## config.mk

```make
export PLATFORM = sky130hd
export DESIGN_NAME = http_chunked_body_decoder_top_flat
export DESIGN_NICKNAME = d
export VERILOG_FILES = /design/src/hcbd_pkg.sv /design/src/hcbd_if.sv /design/src/hcbd_parser.sv /design/src/http_chunked_body_decoder_top.sv /design/src/flat_wrapper.sv
export SDC_FILE = /design/constraint.sdc
export NUM_CORES = 1
export LEC_CHECK = 0
export BUFFER_PORTS_ARGS = -buffer_cell sky130_fd_sc_hd__buf_2
export CAP_MARGIN = 15
export CORE_MARGIN = 5
export CORE_UTILIZATION = 60
export DETAILED_ROUTE_END_ITERATION = 8
export PLACE_DENSITY = 0.79
export SYNTH_ARGS = -nofsm -noshare
export SYNTH_HDL_FRONTEND = slang
export SYNTH_HIERARCHICAL = 1
export SYNTH_SLANG_ARGS = --single-unit
export TNS_END_PERCENT = 10
```

## constraint.sdc

```tcl
create_clock -name clock -period 3.16 [get_ports clock]
set_clock_uncertainty 0.05 [all_clocks]
set_input_delay 0.158 -clock clock [delete_from_list [all_inputs] [get_ports clock]]
set_output_delay 0.158 -clock clock [all_outputs]
set_load 0.005 [all_outputs]
```

## src/hcbd_pkg.sv

```systemverilog
// ----------------------------------------------------------------------------
// HTTP chunked body decoder package
// Shared widths, codes, parse phases and the result record.
// ----------------------------------------------------------------------------
package hcbd_pkg;

   localparam int LENGTH_BITS = 32;
   localparam int BYTE_W      = 8;
   localparam int KIND_W      = 3;
   localparam int ERR_W       = 4;

   localparam logic [BYTE_W-1:0] CH_CR    = 8'd13;
   localparam logic [BYTE_W-1:0] CH_LF    = 8'd10;
   localparam logic [BYTE_W-1:0] CH_SEMI  = 8'd59;
   localparam logic [BYTE_W-1:0] CH_SPACE = 8'd32;

   typedef enum logic [KIND_W-1:0] {
      KIND_FRAME = 3'd0,
      KIND_BODY  = 3'd1,
      KIND_END   = 3'd2,
      KIND_ERR   = 3'd3,
      KIND_LEFT  = 3'd4
   } kind_type;

   typedef enum logic [ERR_W-1:0] {
      ERR_NONE      = 4'd0,
      ERR_BAD_HEX   = 4'd1,
      ERR_BAD_EXT   = 4'd2,
      ERR_SIZE_LF   = 4'd3,
      ERR_DATA_CR   = 4'd4,
      ERR_DATA_LF   = 4'd5,
      ERR_OVERFLOW  = 4'd6,
      ERR_TRUNCATED = 4'd7,
      ERR_TRAILER   = 4'd8
   } err_type;

   typedef enum logic [11:0] {
      PH_SIZE_FIRST = 12'b0000_0000_0001,
      PH_SIZE       = 12'b0000_0000_0010,
      PH_EXT        = 12'b0000_0000_0100,
      PH_SIZE_LF    = 12'b0000_0000_1000,
      PH_DATA       = 12'b0000_0001_0000,
      PH_DATA_CR    = 12'b0000_0010_0000,
      PH_DATA_LF    = 12'b0000_0100_0000,
      PH_TR_START   = 12'b0000_1000_0000,
      PH_TR_LINE    = 12'b0001_0000_0000,
      PH_TR_CR_END  = 12'b0010_0000_0000,
      PH_TR_CR_LINE = 12'b0100_0000_0000,
      PH_DONE       = 12'b1000_0000_0000
   } phase_type;

   typedef struct packed {
      kind_type            kind;
      logic [BYTE_W-1:0]   body_byte;
      err_type             error_code;
   } result_type;

   typedef struct packed {
      logic       ok;
      logic [3:0] value;
   } hex_type;

   function automatic hex_type hex_decode(input logic [BYTE_W-1:0] c);
      hex_type h;
      h.ok    = 1'b1;
      h.value = 4'd0;
      if (c >= 8'd48 && c <= 8'd57) begin
         h.value = 4'(c - 8'd48);
      end else if (c >= 8'd97 && c <= 8'd102) begin
         h.value = 4'(c - 8'd87);
      end else if (c >= 8'd65 && c <= 8'd70) begin
         h.value = 4'(c - 8'd55);
      end else begin
         h.ok = 1'b0;
      end
      return h;
   endfunction

endpackage

```

## src/hcbd_if.sv

```systemverilog
// ----------------------------------------------------------------------------
// HTTP chunked body decoder channels
// Valid/ready channels for the input stream and for the decoded results.
// ----------------------------------------------------------------------------
interface hcbd_req_if;
   logic                          valid;
   logic                          ready;
   logic                          action;
   logic [hcbd_pkg::BYTE_W-1:0]   data_byte;

   modport source (output valid, output action, output data_byte, input ready);
   modport sink   (input valid, input action, input data_byte, output ready);
endinterface

interface hcbd_rsp_if;
   logic                          valid;
   logic                          ready;
   logic [hcbd_pkg::KIND_W-1:0]   kind;
   logic [hcbd_pkg::BYTE_W-1:0]   body_byte;
   logic [hcbd_pkg::ERR_W-1:0]    error_code;

   modport source (output valid, output kind, output body_byte, output error_code,
                   input ready);
   modport sink   (input valid, input kind, input body_byte, input error_code,
                   output ready);
endinterface

```

## src/hcbd_parser.sv

```systemverilog
// ----------------------------------------------------------------------------
// HTTP chunked body decoder parser
// Holds the parse phase and length, and classifies one stream byte per cycle when a transaction fires.
// ----------------------------------------------------------------------------
module hcbd_parser (
   input  logic                          clock,
   input  logic                          reset,
   input  logic                          fire,
   input  logic                          action,
   input  logic [hcbd_pkg::BYTE_W-1:0]   data_byte,
   output hcbd_pkg::result_type          result
);

   hcbd_pkg::phase_type                  phase_ff, phase_in;
   logic [hcbd_pkg::LENGTH_BITS-1:0]     left_ff, left_in;
   logic [hcbd_pkg::LENGTH_BITS-1:0]     left_dec;
   hcbd_pkg::hex_type                    hex;

   assign hex      = hcbd_pkg::hex_decode(data_byte);
   assign left_dec = left_ff - hcbd_pkg::LENGTH_BITS'(1);

   always_comb begin
      phase_in          = phase_ff;
      left_in           = left_ff;
      result.kind       = hcbd_pkg::KIND_FRAME;
      result.body_byte  = '0;
      result.error_code = hcbd_pkg::ERR_NONE;
      if (phase_ff == hcbd_pkg::PH_DONE) begin
         result.kind = action ? hcbd_pkg::KIND_FRAME : hcbd_pkg::KIND_LEFT;
      end else if (action) begin
         phase_in          = hcbd_pkg::PH_DONE;
         result.kind       = hcbd_pkg::KIND_ERR;
         result.error_code = hcbd_pkg::ERR_TRUNCATED;
      end else begin
         unique case (phase_ff)
            hcbd_pkg::PH_SIZE_FIRST, hcbd_pkg::PH_SIZE: begin
               if (hex.ok) begin
                  // A digit that would shift set bits out of the length overflows.
                  if (left_ff[hcbd_pkg::LENGTH_BITS-1 -: 4] != 4'd0) begin
                     phase_in          = hcbd_pkg::PH_DONE;
                     result.kind       = hcbd_pkg::KIND_ERR;
                     result.error_code = hcbd_pkg::ERR_OVERFLOW;
                  end else begin
                     left_in  = {left_ff[hcbd_pkg::LENGTH_BITS-5:0], hex.value};
                     phase_in = hcbd_pkg::PH_SIZE;
                  end
               end else if (phase_ff == hcbd_pkg::PH_SIZE && data_byte == hcbd_pkg::CH_CR) begin
                  phase_in = hcbd_pkg::PH_SIZE_LF;
               end else if (phase_ff == hcbd_pkg::PH_SIZE &&
                            data_byte == hcbd_pkg::CH_SEMI) begin
                  phase_in = hcbd_pkg::PH_EXT;
               end else begin
                  phase_in          = hcbd_pkg::PH_DONE;
                  result.kind       = hcbd_pkg::KIND_ERR;
                  result.error_code = hcbd_pkg::ERR_BAD_HEX;
               end
            end
            hcbd_pkg::PH_EXT: begin
               if (data_byte == hcbd_pkg::CH_CR) begin
                  phase_in = hcbd_pkg::PH_SIZE_LF;
               end else if (data_byte < hcbd_pkg::CH_SPACE) begin
                  phase_in          = hcbd_pkg::PH_DONE;
                  result.kind       = hcbd_pkg::KIND_ERR;
                  result.error_code = hcbd_pkg::ERR_BAD_EXT;
               end
            end
            hcbd_pkg::PH_SIZE_LF: begin
               if (data_byte != hcbd_pkg::CH_LF) begin
                  phase_in          = hcbd_pkg::PH_DONE;
                  result.kind       = hcbd_pkg::KIND_ERR;
                  result.error_code = hcbd_pkg::ERR_SIZE_LF;
               end else begin
                  phase_in = (left_ff == '0) ? hcbd_pkg::PH_TR_START : hcbd_pkg::PH_DATA;
               end
            end
            hcbd_pkg::PH_DATA: begin
               left_in          = left_dec;
               result.kind      = hcbd_pkg::KIND_BODY;
               result.body_byte = data_byte;
               if (left_dec == '0) begin
                  phase_in = hcbd_pkg::PH_DATA_CR;
               end
            end
            hcbd_pkg::PH_DATA_CR: begin
               if (data_byte != hcbd_pkg::CH_CR) begin
                  phase_in          = hcbd_pkg::PH_DONE;
                  result.kind       = hcbd_pkg::KIND_ERR;
                  result.error_code = hcbd_pkg::ERR_DATA_CR;
               end else begin
                  phase_in = hcbd_pkg::PH_DATA_LF;
               end
            end
            hcbd_pkg::PH_DATA_LF: begin
               if (data_byte != hcbd_pkg::CH_LF) begin
                  phase_in          = hcbd_pkg::PH_DONE;
                  result.kind       = hcbd_pkg::KIND_ERR;
                  result.error_code = hcbd_pkg::ERR_DATA_LF;
               end else begin
                  phase_in = hcbd_pkg::PH_SIZE_FIRST;
                  left_in  = '0;
               end
            end
            hcbd_pkg::PH_TR_START, hcbd_pkg::PH_TR_LINE: begin
               if (data_byte == hcbd_pkg::CH_CR) begin
                  phase_in = (phase_ff == hcbd_pkg::PH_TR_START) ?
                             hcbd_pkg::PH_TR_CR_END : hcbd_pkg::PH_TR_CR_LINE;
               end else if (data_byte == hcbd_pkg::CH_LF) begin
                  phase_in          = hcbd_pkg::PH_DONE;
                  result.kind       = hcbd_pkg::KIND_ERR;
                  result.error_code = hcbd_pkg::ERR_TRAILER;
               end else begin
                  phase_in = hcbd_pkg::PH_TR_LINE;
               end
            end
            hcbd_pkg::PH_TR_CR_END, hcbd_pkg::PH_TR_CR_LINE: begin
               if (data_byte != hcbd_pkg::CH_LF) begin
                  phase_in          = hcbd_pkg::PH_DONE;
                  result.kind       = hcbd_pkg::KIND_ERR;
                  result.error_code = hcbd_pkg::ERR_TRAILER;
               end else if (phase_ff == hcbd_pkg::PH_TR_CR_END) begin
                  phase_in    = hcbd_pkg::PH_DONE;
                  result.kind = hcbd_pkg::KIND_END;
               end else begin
                  phase_in = hcbd_pkg::PH_TR_START;
               end
            end
            default: begin
               // Corrupted phase: behave as finished.
               phase_in    = hcbd_pkg::PH_DONE;
               result.kind = hcbd_pkg::KIND_LEFT;
            end
         endcase
      end
   end

   always_ff @(posedge clock) begin
      if (reset) begin
         phase_ff <= hcbd_pkg::PH_SIZE_FIRST;
         left_ff  <= '0;
      end else if (fire) begin
         phase_ff <= phase_in;
         left_ff  <= left_in;
      end
   end

endmodule

```

## src/http_chunked_body_decoder_top.sv

```systemverilog
// ----------------------------------------------------------------------------
// HTTP chunked body decoder, top level
// Takes one stream byte or finish marker per transaction, returns one result.
// ----------------------------------------------------------------------------
// A result is registered and is valid in the cycle after its input transaction.
// Throughput: one transaction per cycle, limited only by the result register.
// The input side stays ready while the result register drains in the same cycle.
// Reset (synchronous, active high) returns the parser to the first size digit,
// clears the length and empties the result register.
module http_chunked_body_decoder_top (
   input  logic              clock,
   input  logic              reset,
   hcbd_req_if.sink          req_chan,
   hcbd_rsp_if.source        rsp_chan
);

   logic                  req_fire;
   hcbd_pkg::result_type  step_result;
   logic                  rsp_valid_ff, rsp_valid_in;
   hcbd_pkg::result_type  rsp_data_ff;

   // The result register can take a new result when it is empty or being
   // drained this cycle, so back-to-back transactions flow without a bubble.
   assign req_chan.ready = !rsp_valid_ff || rsp_chan.ready;
   assign req_fire       = req_chan.valid && req_chan.ready;

   // The parser holds the phase and length and advances only on a transaction.
   hcbd_parser u_parser (
      .clock     (clock),
      .reset     (reset),
      .fire      (req_fire),
      .action    (req_chan.action),
      .data_byte (req_chan.data_byte),
      .result    (step_result)
   );

   always_comb begin
      rsp_valid_in = rsp_valid_ff;
      if (req_fire) begin
         rsp_valid_in = 1'b1;
      end else if (rsp_chan.ready) begin
         rsp_valid_in = 1'b0;
      end
   end

   always_ff @(posedge clock) begin
      if (reset) begin
         rsp_valid_ff <= 1'b0;
      end else begin
         rsp_valid_ff <= rsp_valid_in;
      end
   end

   // Payload needs no reset; it is qualified by the valid flag.
   always_ff @(posedge clock) begin
      if (req_fire) begin
         rsp_data_ff <= step_result;
      end
   end

   assign rsp_chan.valid      = rsp_valid_ff;
   assign rsp_chan.kind       = rsp_data_ff.kind;
   assign rsp_chan.body_byte  = rsp_data_ff.body_byte;
   assign rsp_chan.error_code = rsp_data_ff.error_code;

   // Every accepted transaction produces a result in the following cycle.
   a_result_follows: assert property (@(posedge clock) disable iff (reset)
      req_fire |=> rsp_chan.valid)
      else $error("accepted transaction produced no result");

   // Only error results carry an error code.
   a_err_only_on_error: assert property (@(posedge clock) disable iff (reset)
      (rsp_chan.valid && rsp_chan.kind != hcbd_pkg::KIND_ERR) |->
      rsp_chan.error_code == hcbd_pkg::ERR_NONE)
      else $error("error code on a non-error result");

   // Only relayed body bytes carry data.
   a_byte_only_on_body: assert property (@(posedge clock) disable iff (reset)
      (rsp_chan.valid && rsp_chan.kind != hcbd_pkg::KIND_BODY) |->
      rsp_chan.body_byte == '0)
      else $error("data byte on a non-body result");

   // A finish marker never yields a relayed body byte.
   a_finish_no_body: assert property (@(posedge clock) disable iff (reset)
      (req_fire && req_chan.action) |=> rsp_chan.kind != hcbd_pkg::KIND_BODY)
      else $error("finish marker produced a body byte");

   // The result register is empty right after reset.
   a_empty_after_reset: assert property (@(posedge clock)
      $past(reset) |-> !rsp_valid_ff)
      else $error("result pending after reset");

endmodule
```

## src/flat_wrapper.sv

```systemverilog
// flat-port wrapper written by rule: the top's interface ports become plain ports
module http_chunked_body_decoder_top_flat 
  (clock, reset, req_chan_valid, req_chan_action, req_chan_data_byte, req_chan_ready, rsp_chan_valid, rsp_chan_kind, rsp_chan_body_byte, rsp_chan_error_code, rsp_chan_ready);
  hcbd_req_if req_chan_i ();
  hcbd_rsp_if rsp_chan_i ();
  input  logic clock;
  input  logic reset;
  input wire logic [$bits(req_chan_i.valid)-1:0] req_chan_valid;
  input wire logic [$bits(req_chan_i.action)-1:0] req_chan_action;
  input wire logic [$bits(req_chan_i.data_byte)-1:0] req_chan_data_byte;
  output wire logic [$bits(req_chan_i.ready)-1:0] req_chan_ready;
  output wire logic [$bits(rsp_chan_i.valid)-1:0] rsp_chan_valid;
  output wire logic [$bits(rsp_chan_i.kind)-1:0] rsp_chan_kind;
  output wire logic [$bits(rsp_chan_i.body_byte)-1:0] rsp_chan_body_byte;
  output wire logic [$bits(rsp_chan_i.error_code)-1:0] rsp_chan_error_code;
  input wire logic [$bits(rsp_chan_i.ready)-1:0] rsp_chan_ready;
  assign req_chan_i.valid = req_chan_valid;
  assign req_chan_i.action = req_chan_action;
  assign req_chan_i.data_byte = req_chan_data_byte;
  assign req_chan_ready = req_chan_i.ready;
  assign rsp_chan_valid = rsp_chan_i.valid;
  assign rsp_chan_kind = rsp_chan_i.kind;
  assign rsp_chan_body_byte = rsp_chan_i.body_byte;
  assign rsp_chan_error_code = rsp_chan_i.error_code;
  assign rsp_chan_i.ready = rsp_chan_ready;
  http_chunked_body_decoder_top u_core (.clock(clock), .reset(reset), .req_chan(req_chan_i), .rsp_chan(rsp_chan_i));
endmodule
```

### Word-level counts from Yosys, hierarchy flattened

Index checks and enable logic that the tools add are counted.
Widths: inputs -> output; s select.

| storage, ports and cells | value |
|---|---|
| flip-flop bits (word level) | 60 |
| bits of input ports | 13 |
| output and inout port bits | 17 |
| logic and storage cells | 124 |

| operators by class | value |
|---|---|
| add/subtract/negate cells | 4 |
| magnitude comparators | 7 |
| equal/unequal tests | 22 |
| mux-type cells | 60 |
| bitwise gates (word level) | 3 |
| reduce and logical (&&, ||, !) cells | 21 |

Operators by type and width:

| kind | count |
|---|---|
| $mux 12 | 15 |
| $mux 32 | 3 |
| $pmux 12 s8 | 1 |
| $pmux 32 s3 | 1 |
| $logic_not 32->1 | 2 |
| $sub 32x1->32 const B | 1 |
| $mux 2 | 14 |
| $mux 4 | 7 |
| $pmux 4 s7 | 1 |
| $mux 3 | 8 |
| $pmux 3 s7 | 1 |
| $eq 8x4->1 const B | 2 |
| $ge 8x7->1 const B | 2 |
| $le 8x7->1 const B | 2 |
| $ne 8x4->1 const B | 2 |
| $eq 12x1->1 const B | 1 |
| $eq 12x10->1 const B | 1 |
| $eq 12x11->1 const B | 1 |
| $eq 12x12->1 const B | 1 |
| $eq 12x2->1 const B | 1 |
| $eq 12x3->1 const B | 1 |
| $eq 12x4->1 const B | 1 |
| $eq 12x5->1 const B | 1 |
| $eq 12x6->1 const B | 1 |
| other kinds (26) | 46 |

### Longest topological paths before layout

Gate-level depths: netlist of the first run.

| logic depth | value |
|---|---|
| word-level depth | 9 |
| mapped depth | 11 |
| gate-level depth less buffers | 10 |

### Modules after synthesis

The synthesis of the first run kept the hierarchy.

By module, submodules not included:

| module | instances | cells an instance | area an instance (sq um) | sequential area each (sq um) |
|---|---|---|---|---|
| hcbd_parser | 1 | 538 | 3877.5 | 880.8 |
| http_chunked_body_decoder_top | 1 | 20 | 505.5 | 470.5 |

### Worst setup path before layout of the first run

OpenSTA, ideal clock, no wires.

| timing path | value |
|---|---|
| path kind | register to register |
| start point | register u_core/u_parser/left_ff[0] (netlist name) |
| end point | register u_core.u_parser.phase_ff[11] |
| setup time | 0.130 ns |
| arrival time | 2.630 ns |
| data required time | 2.980 ns |
| setup slack | 0.350 ns |
| stages on the path, launching flop included | 12 |
| buffers on the path | 1 |
| period minus slack after synthesis | 2.810 ns |
| cell sequence | dfxtp_1 inv_1 ha_1 or3b_1 clkbuf_1 or4_1 a21oi_1 o22ai_1 nor3_2 nand4_4 a2111oi_4 nor3_2 |

| on the way | value |
|---|---|
| word-level cells in the longest chain between the ends | 4 |

RTL lines:

| what | RTL line | source |
|---|---|---|
| from (decl) | hcbd_parser.sv:15 | `logic [hcbd_pkg::LENGTH_BITS-1:0] left_ff, left_in;` |
| from (signal assigned) | hcbd_parser.sv:142 | `left_ff <= left_in;` |
| $sub 32x1->32 | hcbd_parser.sv:20 | `assign left_dec = left_ff - hcbd_pkg::LENGTH_BITS'(1);` |
| $logic_not 32->1 | hcbd_parser.sv:80 | `if (left_dec == '0) begin` |
| $ne 3x3->1 (no source line) | - |  |
| $reduce_and 4->1 (no source line) | - |  |
| to (signal assigned) | hcbd_parser.sv:138 | `phase_ff <= hcbd_pkg::PH_SIZE_FIRST;` |
| to (signal assigned) | hcbd_parser.sv:141 | `phase_ff <= phase_in;` |
| to (decl) | hcbd_parser.sv:14 | `hcbd_pkg::phase_type phase_ff, phase_in;` |

Every way passes these cells.
A chain may end at the register's enable or synchronous reset.

### Worst setup path after layout of the first run

| timing path | value |
|---|---|
| start point | register u_core/u_parser/left_ff[1] (netlist name) |
| end point | register u_core.u_parser.phase_ff[11] |

Same word-level chain as after synthesis.

==> results.toml, run 1 <==
[detailed_routing]
drt-initial-drc-count = 378
ant_nets = 0
vias = 4463
routed_via_density = 6.41
post_drt_wl_per_cell_um = 17.6
drc = 0
wl_um = 12300
drt_first_pass_iters = 5

[setup_path]
cp-startpoint = "u_core/u_parser/left_ff[1]"
timing_worst_setup_path_type = "flip-flop to flip-flop"
crit_fanout = 6
crit_arrival_ns = 3.15
worstSetupEndpointType = "flip-flop"
r2r_start = "u_core/u_parser/left_ff[1]"
critPathLaunchType = "flip-flop"
required_ns = 3.34

[pwr]
power_mw = 1.94
intPower_mw = 1.44
switchingPower_mw = 0.504
power.density_nw_per_um2 = 388
p_leak_nw = 1.92
ir_drop_v = 0.000233
combPwrFrac_pct = 13.5
pwr-share-clk_pct = 44.5
p_sw_share_pct = 25.9
pwr-share-seq_pct = 42.0

[synth]
synth.area.top_cells = "dfxtp_1 (21%), edfxtp_1 (10%), nor2_1 (6.2%)"
synth.distinct_cells = 77
ys_async_sr_fraction_pct = 0
synth_seq_cells = 60
synth-main-ff-cell = "dfxtp_1"
synth_edf_count = 15
netlist_instances = 558
postSynthAreaPerCell_um2 = 7.85
yosys_warnings = 6
synthDominantCellAreaShare_pct = 20.6
synth_area_um2 = 4380
seq_area_frac_synth_pct = 30.8
synth_fp_nets = 578
synth_top_cell_by_area = "dfxtp_1"

[cts]
cts_buffers = 9
clock_latency_ns = 0.35
cts_buffer_depth = 2
clk_pin_slew_ns = 0.08
htreeDepth = 3
root_buffer = "clkbuf_8"
holdBufCountCts = 0
cts_sinks = 60
cts_tree = "yes"

[finish]
nNetsFinal = 612
area_growth_pct = 14.4
multi_input_area_um2 = 2850
fill_cells = 592
n_antenna_cell = 0
sequential_cell_area_um2 = 1350
drive_above_1_share_pct = 18.8

[global_routing]
overflow = 0
grt_pass1_vias = 4196
grt_antenna_before_repair = 0
grt_usage_pct = 28.1
grt_first_pass_wirelength_um = 20300
grt_max_degree = 46

[die]
die_h_um = 95.5
initial_utilization_pct = 61.1
core-area_um2 = 7180
pin_count = 30
die_w_um = 95.5
die-area_um2 = 9110
rows = 31

[sta]
period_share_pct = 94.1
max_slew_margin_pct = 46.2
tns_ns = 0
layout_min_cycle_time_ns = 2.97
rsz0062_at_grt = "false"
tightest_slew_ns = 0.796
setup-violations-final = 0
final_hold_viol_count = 0
fmax_ghz = 0.336
drv_slew = 0

[job]
cap_violations = 0

[worst_hold_path]
min-delay-start = "reset"
holdCritPathClass = "input pin to flip-flop"

[placement]
globalplace.congestion = 0.951
dp_hpwl_um = 8570
io_buffer_count = 29

[status]
status = "completed"
## metal layers
metal  share of wire, %  vias up  track usage (%)
met5                  0        -                0
met4                2.6        0             12.0
met2                 49      247             47.6
met3                7.7       33             4.03
met1                 41     2045             35.6
li1                   -     2138                -
## path summary, 6_finish.rpt
| path | to | slack [ns] | cells after the start |
|---|---|---|---|
| setup reg to reg | u_core/u_parser/phase_ff[11] | 0.19 | 11 |
| setup / recovery | u_core/u_parser/phase_ff[11] | 0.19 | 11 |
| hold / removal | u_core/rsp_chan.valid | 0.01 | 2 |
| hold reg to reg | u_core/rsp_chan.valid | 0.45 | 2 |
## cell type report
cell class                      instances  area share (%)
Clock buffer                            9            2.47
Clock inverter                          7            2.47
Inverter                               10           0.749
Multi-Input combinational cell        449            56.8
Sequential cell                        60            26.9
Tap cell                               99            2.47
Timing Repair Buffer                   62            8.08
## critical path, stage by stage, from the launching register on
cell,delay (ns)
dfxtp_1,0.37
inv_1,0.13
ha_1,0.26
or3b_4,0.44
buf_4,0.18
nor3_4,0.21
and3_1,0.24
nand3_1,0.10
a22oi_2,0.27
nand4_4,0.19
a2111oi_4,0.34
nor3_2,0.06
## power by group through the flow
stage / combinational [mW] / sequential, mW / clock (mW)
finish: 0.262 / 0.816 / 0.866
global route: 0.283 / 0.817 / 0.925
CTS: 0.250 / 0.815 / 0.884
detailed placement: 0.247 / 0.833 / 0
global placement: 0.244 / 0.833 / 0
floorplan: 0.168 / 0.830 / 0
## registers in the layout, indices dropped and copies added (netlist names)
signal	cells
u_core/rsp_chan.body_byte	8
u_core/rsp_chan.valid	1
u_core/rsp_chan.error_code	4
u_core/u_parser/left_ff	32
u_core/u_parser/phase_ff	12
u_core/rsp_chan.kind	3
## cells by family (layout without fill, tap and decap cells)
group                      after synthesis  after routing  share of synthesized area, %
AOI/OAI and AO/OA                      127            127                          19.4
xor gates and xnor gates                20             20                          4.00
adders and majority gates                7              7                          2.00
buffers and inverters                   49             88                          4.60
DFF                                     60             60                          30.8
muxes                                    8              8                          1.83
and+or+nand+nor                        287            287                          37.4
## placed cells by master, fill, tap and decap left out, types with 6 or more instances in the layout
master / synthesis / final
and2_1: 9 / 9
nand4_1: 13 / 13
nand2_1: 50 / 50
a221oi_1: 7 / 7
ha_1: 7 / 7
a211oi_1: 6 / 6
nor4_1: 12 / 11
inv_1: 9 / 9
edfxtp_1: 15 / 15
a21oi_1: 28 / 28
clkbuf_8: 0 / 9
xnor2_1: 13 / 13
nor2_1: 72 / 72
xor2_1: 7 / 7
mux2i_1: 8 / 8
or2_2: 8 / 8
nand3_1: 15 / 15
buf_4: 0 / 32
nor2b_1: 9 / 9
a22oi_1: 11 / 11
and3_1: 7 / 7
or4_1: 9 / 9
o21ai_0: 32 / 32
nor3_1: 30 / 30
or3_1: 6 / 6
buf_2: 8 / 29
dfxtp_1: 45 / 45
## stage by stage
| step | instances | cell area (um^2) | hold WS [ns] | worst slack (ns) | utilization, % |
|---|---|---|---|---|---|
| after global placement | 677 | 4730 | 0.362 | 0.232 | 65.9 |
| after global routing | 696 | 5010 | 0.00964 | 0.00409 | 69.9 |
| final | 696 | 5010 | 0.0144 | 0.186 | 69.9 |
| after detailed placement | 677 | 4730 | 0.372 | 0.126 | 65.9 |
| after CTS | 693 | 4970 | 0.000709 | 0.107 | 69.3 |
| after floorplan | 558 | 4380 | 0.170 | 0.350 | - |
## cells in the mapped netlist (8+ instances only)
library cell  instances
nand2_1              50
nor2_1               72
nor2b_1               9
a22oi_1              11
clkbuf_1             30
nand4_1              13
xnor2_1              13
and2_1                9
nand3_1              15
edfxtp_1             15
nor3_1               30
o21ai_0              32
inv_1                 9
dfxtp_1              45
or2_2                 8
buf_2                 8
a21oi_1              28
mux2i_1               8
nor4_1               12
or4_1                 9
## timing repair
item	in CTS	in global routing
gates resized for setup	0	4
buffers inserted	0	3
setup endpoints to repair	0	10
endpoints found under the hold margin	0	0
(Power assumes the default switching activity.)
==> run 2: changes to the inputs <==
- CELL_PAD_IN_SITES_DETAIL_PLACEMENT: unset -> 1
- CELL_PAD_IN_SITES_GLOBAL_PLACEMENT: unset -> 1
- CORE_UTILIZATION: 60 -> 46
- PLACE_DENSITY: 0.79 -> unset
- PLACE_DENSITY_LB_ADDON: unset -> 0.1
==> results.toml, run 2 (synthesis gave the netlist of run 1 again) <==
[status]
status = "completed"

[detailed_routing]
routed_via_density = 6.28
drt_first_pass_iters = 5
drc = 0
vias = 4578
wl_um = 14700
ant_nets = 0
post_drt_wl_per_cell_um = 20.2
drt-initial-drc-count = 255

[die]
die_h_um = 108
die_w_um = 108
initial_utilization_pct = 47.2
pin_count = 30
rows = 35
die-area_um2 = 11600
core-area_um2 = 9280

[setup_path]
cpLargestDelayFamily = "simple AND/OR/NAND/NOR gates"
critPathLaunchType = "flip-flop"
required_ns = 3.34
timing_worst_setup_path_type = "flip-flop to flip-flop"
crit_arrival_ns = 3.18
cp_cell_sequence = "or4_4 > or4_1 > nor4_2 > xnor2_1 > a21boi_1 > nand4_4 > a2111oi_4 > nor3_2"
crit_fanout = 7
crit_path_max_incr_delay_ns = 0.56
worst-path-buf-inv = 0
worstSetupEndpointType = "flip-flop"
slowest_stage = "or4_4"

[cts]
post-cts-setup-buffers = 0
holdBufCountCts = 0
cts_tree = "yes"
clock_latency_ns = 0.35
cts_buffers = 9
cts_resized = 0
htreeDepth = 3
clk_pin_slew_ns = 0.07
cts_buffer_depth = 2
root_buffer = "clkbuf_8"
cts_sinks = 60

[pwr]
combPwrFrac_pct = 14.1
power.density_nw_per_um2 = 372
pwr-share-seq_pct = 43.6
ir_drop_v = 0.000212
intPower_mw = 1.37
switchingPower_mw = 0.504
pwr-share-clk_pct = 42.2
power_mw = 1.87
p_leak_nw = 1.93
p_sw_share_pct = 26.9

[global_routing]
overflow = 0
grt_usage_pct = 26.1
grt_antenna_before_repair = 0
grt_first_pass_wirelength_um = 24100
grt_max_degree = 46
grt_pass1_vias = 4679

[placement]
globalplace.congestion = 0.934
place_ws_ns = 0.145
dp.cells = 713
io_buffer_count = 29
dpl-instance-area_um2 = 4810
dp_hpwl_um = 10700

[finish]
drive_above_1_share_pct = 18.3
stdcell_area_um2 = 5030
area_growth_pct = 14.8
n_antenna_cell = 0
nNetsFinal = 615
final_common_cell = "nor2_1"
mostFrequentLayoutCells = "nor2_1 (72), nand2_1 (50), dfxtp_1 (45), buf_4 (35), o21ai_0 (32)"
largest_reg_flops = 32
instances_no_fill = 729
top_register = "u_core/u_parser/left_ff"

[sta]
period_share_pct = 95.1
rsz0062_at_grt = "false"
fmax_ghz = 0.333
final_hold_viol_count = 0
tns_ns = 0
tightest_slew_ns = 0.814
layout_setup_ws_ns = 0.155
setup-violations-final = 0
max_slew_margin_pct = 45.0
drv_slew = 0
layout_min_cycle_time_ns = 3.01

[worst_hold_path]
holdCritPathClass = "input pin to flip-flop"

[job]
cap_violations = 0
## run 2: path summary, 6_finish.rpt
| path | start | endpoint | slack [ns] | cells after the start |
|---|---|---|---|---|
| min | req_chan_valid | u_core/rsp_chan.valid | 0.04 | 3 |
| max reg2reg | u_core/u_parser/left_ff[19] | u_core/u_parser/phase_ff[11] | 0.15 | 8 |
| max | u_core/u_parser/left_ff[19] | u_core/u_parser/phase_ff[11] | 0.15 | 8 |
| min reg2reg | u_core/rsp_chan.valid | u_core/rsp_chan.valid | 0.47 | 2 |
## run 2: stage by stage
| step | hold slack (ns) | util, % |
|---|---|---|
| finish | 0.0370 | 54.2 |
| global route | 0.0225 | 54.2 |
| CTS | 0.0214 | 54.1 |
| detailed placement | 0.396 | 51.8 |
| global placement | 0.360 | 51.8 |
| floorplan | 0.170 | - |
## run 2: cell type report
cell class	count	area, um^2
Sequential cell	60	1350
Clock inverter	5	75.1
Fill cell	1179	4250
Multi-Input combinational cell	449	2840
Inverter	10	37.5
Clock buffer	11	141
Timing Repair Buffer	65	428
Tap cell	129	161
## run 2: layer usage
layer / up-vias / routed length [um] / track usage, %
met5: - / 0 / 0
met4: 0 / 375 / 8.66
met3: 31 / 646 / 4.56
met2: 130 / 7350 / 46.2
met1: 2262 / 6350 / 32.0
li1: 2155 / - / -
## run 2: tightest hold or removal path, cell delays in order
cell and delay [ns]:
buf_2 0.11, inv_1 0.07, a21oi_2 0.05
## run 2: power by group through the flow
| stage | combinational, mW | clock, mW | sequential (mW) |
|---|---|---|---|
| 2_1_floorplan | 0.168 | 0 | 0.830 |
| 3_3_place_gp | 0.251 | 0 | 0.833 |
| 3_5_place_dp | 0.259 | 0 | 0.834 |
| 4_1_cts | 0.261 | 0.805 | 0.817 |
| 5_1_grt | 0.288 | 0.848 | 0.819 |
| 6_report | 0.265 | 0.790 | 0.817 |
==> run 3: changes to the inputs <==
- PLACE_DENSITY: unset -> 0.88
- PLACE_DENSITY_LB_ADDON: 0.1 -> unset
==> results.toml, run 3 (synthesis gave the netlist of run 1 again) <==
[status]
status = "completed"

[detailed_routing]
post_drt_wl_per_cell_um = 20.3
dr.max_layer_used = "met4"
vias = 4617
ant_nets = 0
route.met2.wl_um = 7350
drt_first_pass_iters = 5
drt-initial-drc-count = 307
wl_um = 14700
drc = 0
drt-met1-wl_um = 5880
met3_length_um = 891
routed_via_density = 6.38

[setup_path]
timing.rr.end = "u_core/u_parser/phase_ff[11]"
worstSetupEndpointType = "flip-flop"
cp_cell_sequence = "or4_4 > or4_1 > nor4_2 > xnor2_1 > a21boi_1 > nand4_4 > a2111oi_4 > nor3_2"
r2r_start = "u_core/u_parser/left_ff[20]"
critPathLaunchType = "flip-flop"
worst-path-buf-inv = 0
timing_worst_setup_path_type = "flip-flop to flip-flop"
required_ns = 3.32
crit_arrival_ns = 3.20
slowest_stage = "or4_4"
cp_num_cells = 8
reg2reg_slack_ns = 0.12
crit_fanout = 8
reg2reg_depth = 8
cpLargestDelayFamily = "simple AND/OR/NAND/NOR gates"
crit_path_max_incr_delay_ns = 0.53

[finish]
nNetsFinal = 610
final_common_cell = "nor2_1"
instances_no_fill = 724
n_antenna_cell = 0
mostFrequentLayoutCells = "nor2_1 (72), nand2_1 (50), dfxtp_1 (44), o21ai_0 (32), nor3_1 (30)"
top_register = "u_core/u_parser/left_ff"
fill_cells = 1173
largest_reg_flops = 32
area_growth_pct = 14.3
drive_above_1_share_pct = 18.5
sequential_cell_area_um2 = 1350
multi_input_area_um2 = 2850

[pwr]
p_leak_nw = 1.92
ir_drop_v = 0.000225
power.density_nw_per_um2 = 368

[cts]
post-cts-setup-buffers = 0
cts_buffers = 9
root_buffer = "clkbuf_8"
htreeDepth = 3
cts_sinks = 60
cts_tree = "yes"
clk_pin_slew_ns = 0.07
cts_buffer_depth = 2
holdBufCountCts = 0
clock_latency_ns = 0.35
cts_resized = 0

[sta]
tns_ns = 0
drv_slew = 0
layout_min_cycle_time_ns = 3.04
tightest_slew_ns = 0.862
setup-violations-final = 0
rsz0062_at_grt = "false"
max_slew_margin_pct = 42.5
period_share_pct = 96.2
layout_setup_ws_ns = 0.119
hold_ws_ns = 0.0223
final_hold_viol_count = 0
fmax_ghz = 0.329

[job]
cap_violations = 0

[die]
core-area_um2 = 9280
die_h_um = 108
die_w_um = 108
pin_count = 30
die-area_um2 = 11600
rows = 35
initial_utilization_pct = 47.2

[global_routing]
grt_first_pass_wirelength_um = 24400
overflow = 0
grt_usage_pct = 26.1
grt_antenna_before_repair = 0
grt_pass1_vias = 4931
grt_max_degree = 46

[placement]
dp.cells = 708
dp_hpwl_um = 10700
place_ws_ns = 0.126
globalplace.congestion = 0.910
io_buffer_count = 29

[worst_hold_path]
holdCritPathClass = "input pin to flip-flop"
min_to = "u_core/rsp_chan.valid"
min_path_cells = 3
min-delay-start = "req_chan_valid"
-- run 3: area by class of cell --
class | count | share of cell area (%)
clock buffer | 10 | 2.55
sequential | 60 | 27.0
inverter | 10 | 0.749
multi-input combinational | 449 | 56.8
clock inverter | 6 | 1.60
timing repair buffer | 60 | 8.04
tap | 129 | 3.22
-- run 3: worst max-delay path by stage --
stage / slack, ns / endpoint / startpoint
after floorplan: 0.35 / u_core/u_parser/phase_ff[11] / u_core/u_parser/left_ff[0]
after global placement: 0.25 / u_core/u_parser/phase_ff[11] / u_core/u_parser/left_ff[0]
after detailed placement: 0.13 / u_core/u_parser/phase_ff[11] / u_core/u_parser/left_ff[0]
after CTS: 0.09 / u_core/u_parser/phase_ff[11] / u_core/u_parser/left_ff[0]
after global routing: 0.006 / u_core/u_parser/left_ff[4] / u_core/u_parser/phase_ff[8]
final: 0.12 / u_core/u_parser/phase_ff[11] / u_core/u_parser/left_ff[20]
-- run 3: power by group --
group / switching (mW) / internal (mW)
clock: 0.324 / 0.439
combinational: 0.160 / 0.102
sequential: 0.0126 / 0.804
total: 0.497 / 1.34
-- run 3: layer usage --
| layer | GRT usage (%) | up-vias |
|---|---|---|
| met5 | 0 | - |
| met4 | 13.1 | 0 |
| met3 | 3.78 | 55 |
| met2 | 46.5 | 185 |
| met1 | 30.4 | 2238 |
| li1 | - | 2139 |
-- run 3: through the flow --
stage          power [mW]  util, %  cell area [um^2]
2_1_floorplan       0.998        -              4380
3_3_place_gp         1.08     51.5              4780
3_5_place_dp         1.09     51.5              4780
4_1_cts              1.85     53.8              4990
5_1_grt              1.91     53.9              5010
6_report             1.84     53.9              5010
-- run 3: worst register-to-register path, delay by kind of cell, from the launching register on --
| family | cells | cell delay, ns |
|---|---|---|
| simple gates | 5 | 1.57 |
| compound gates | 2 | 0.72 |
| flops | 1 | 0.39 |
| xor+xnor | 1 | 0.16 |
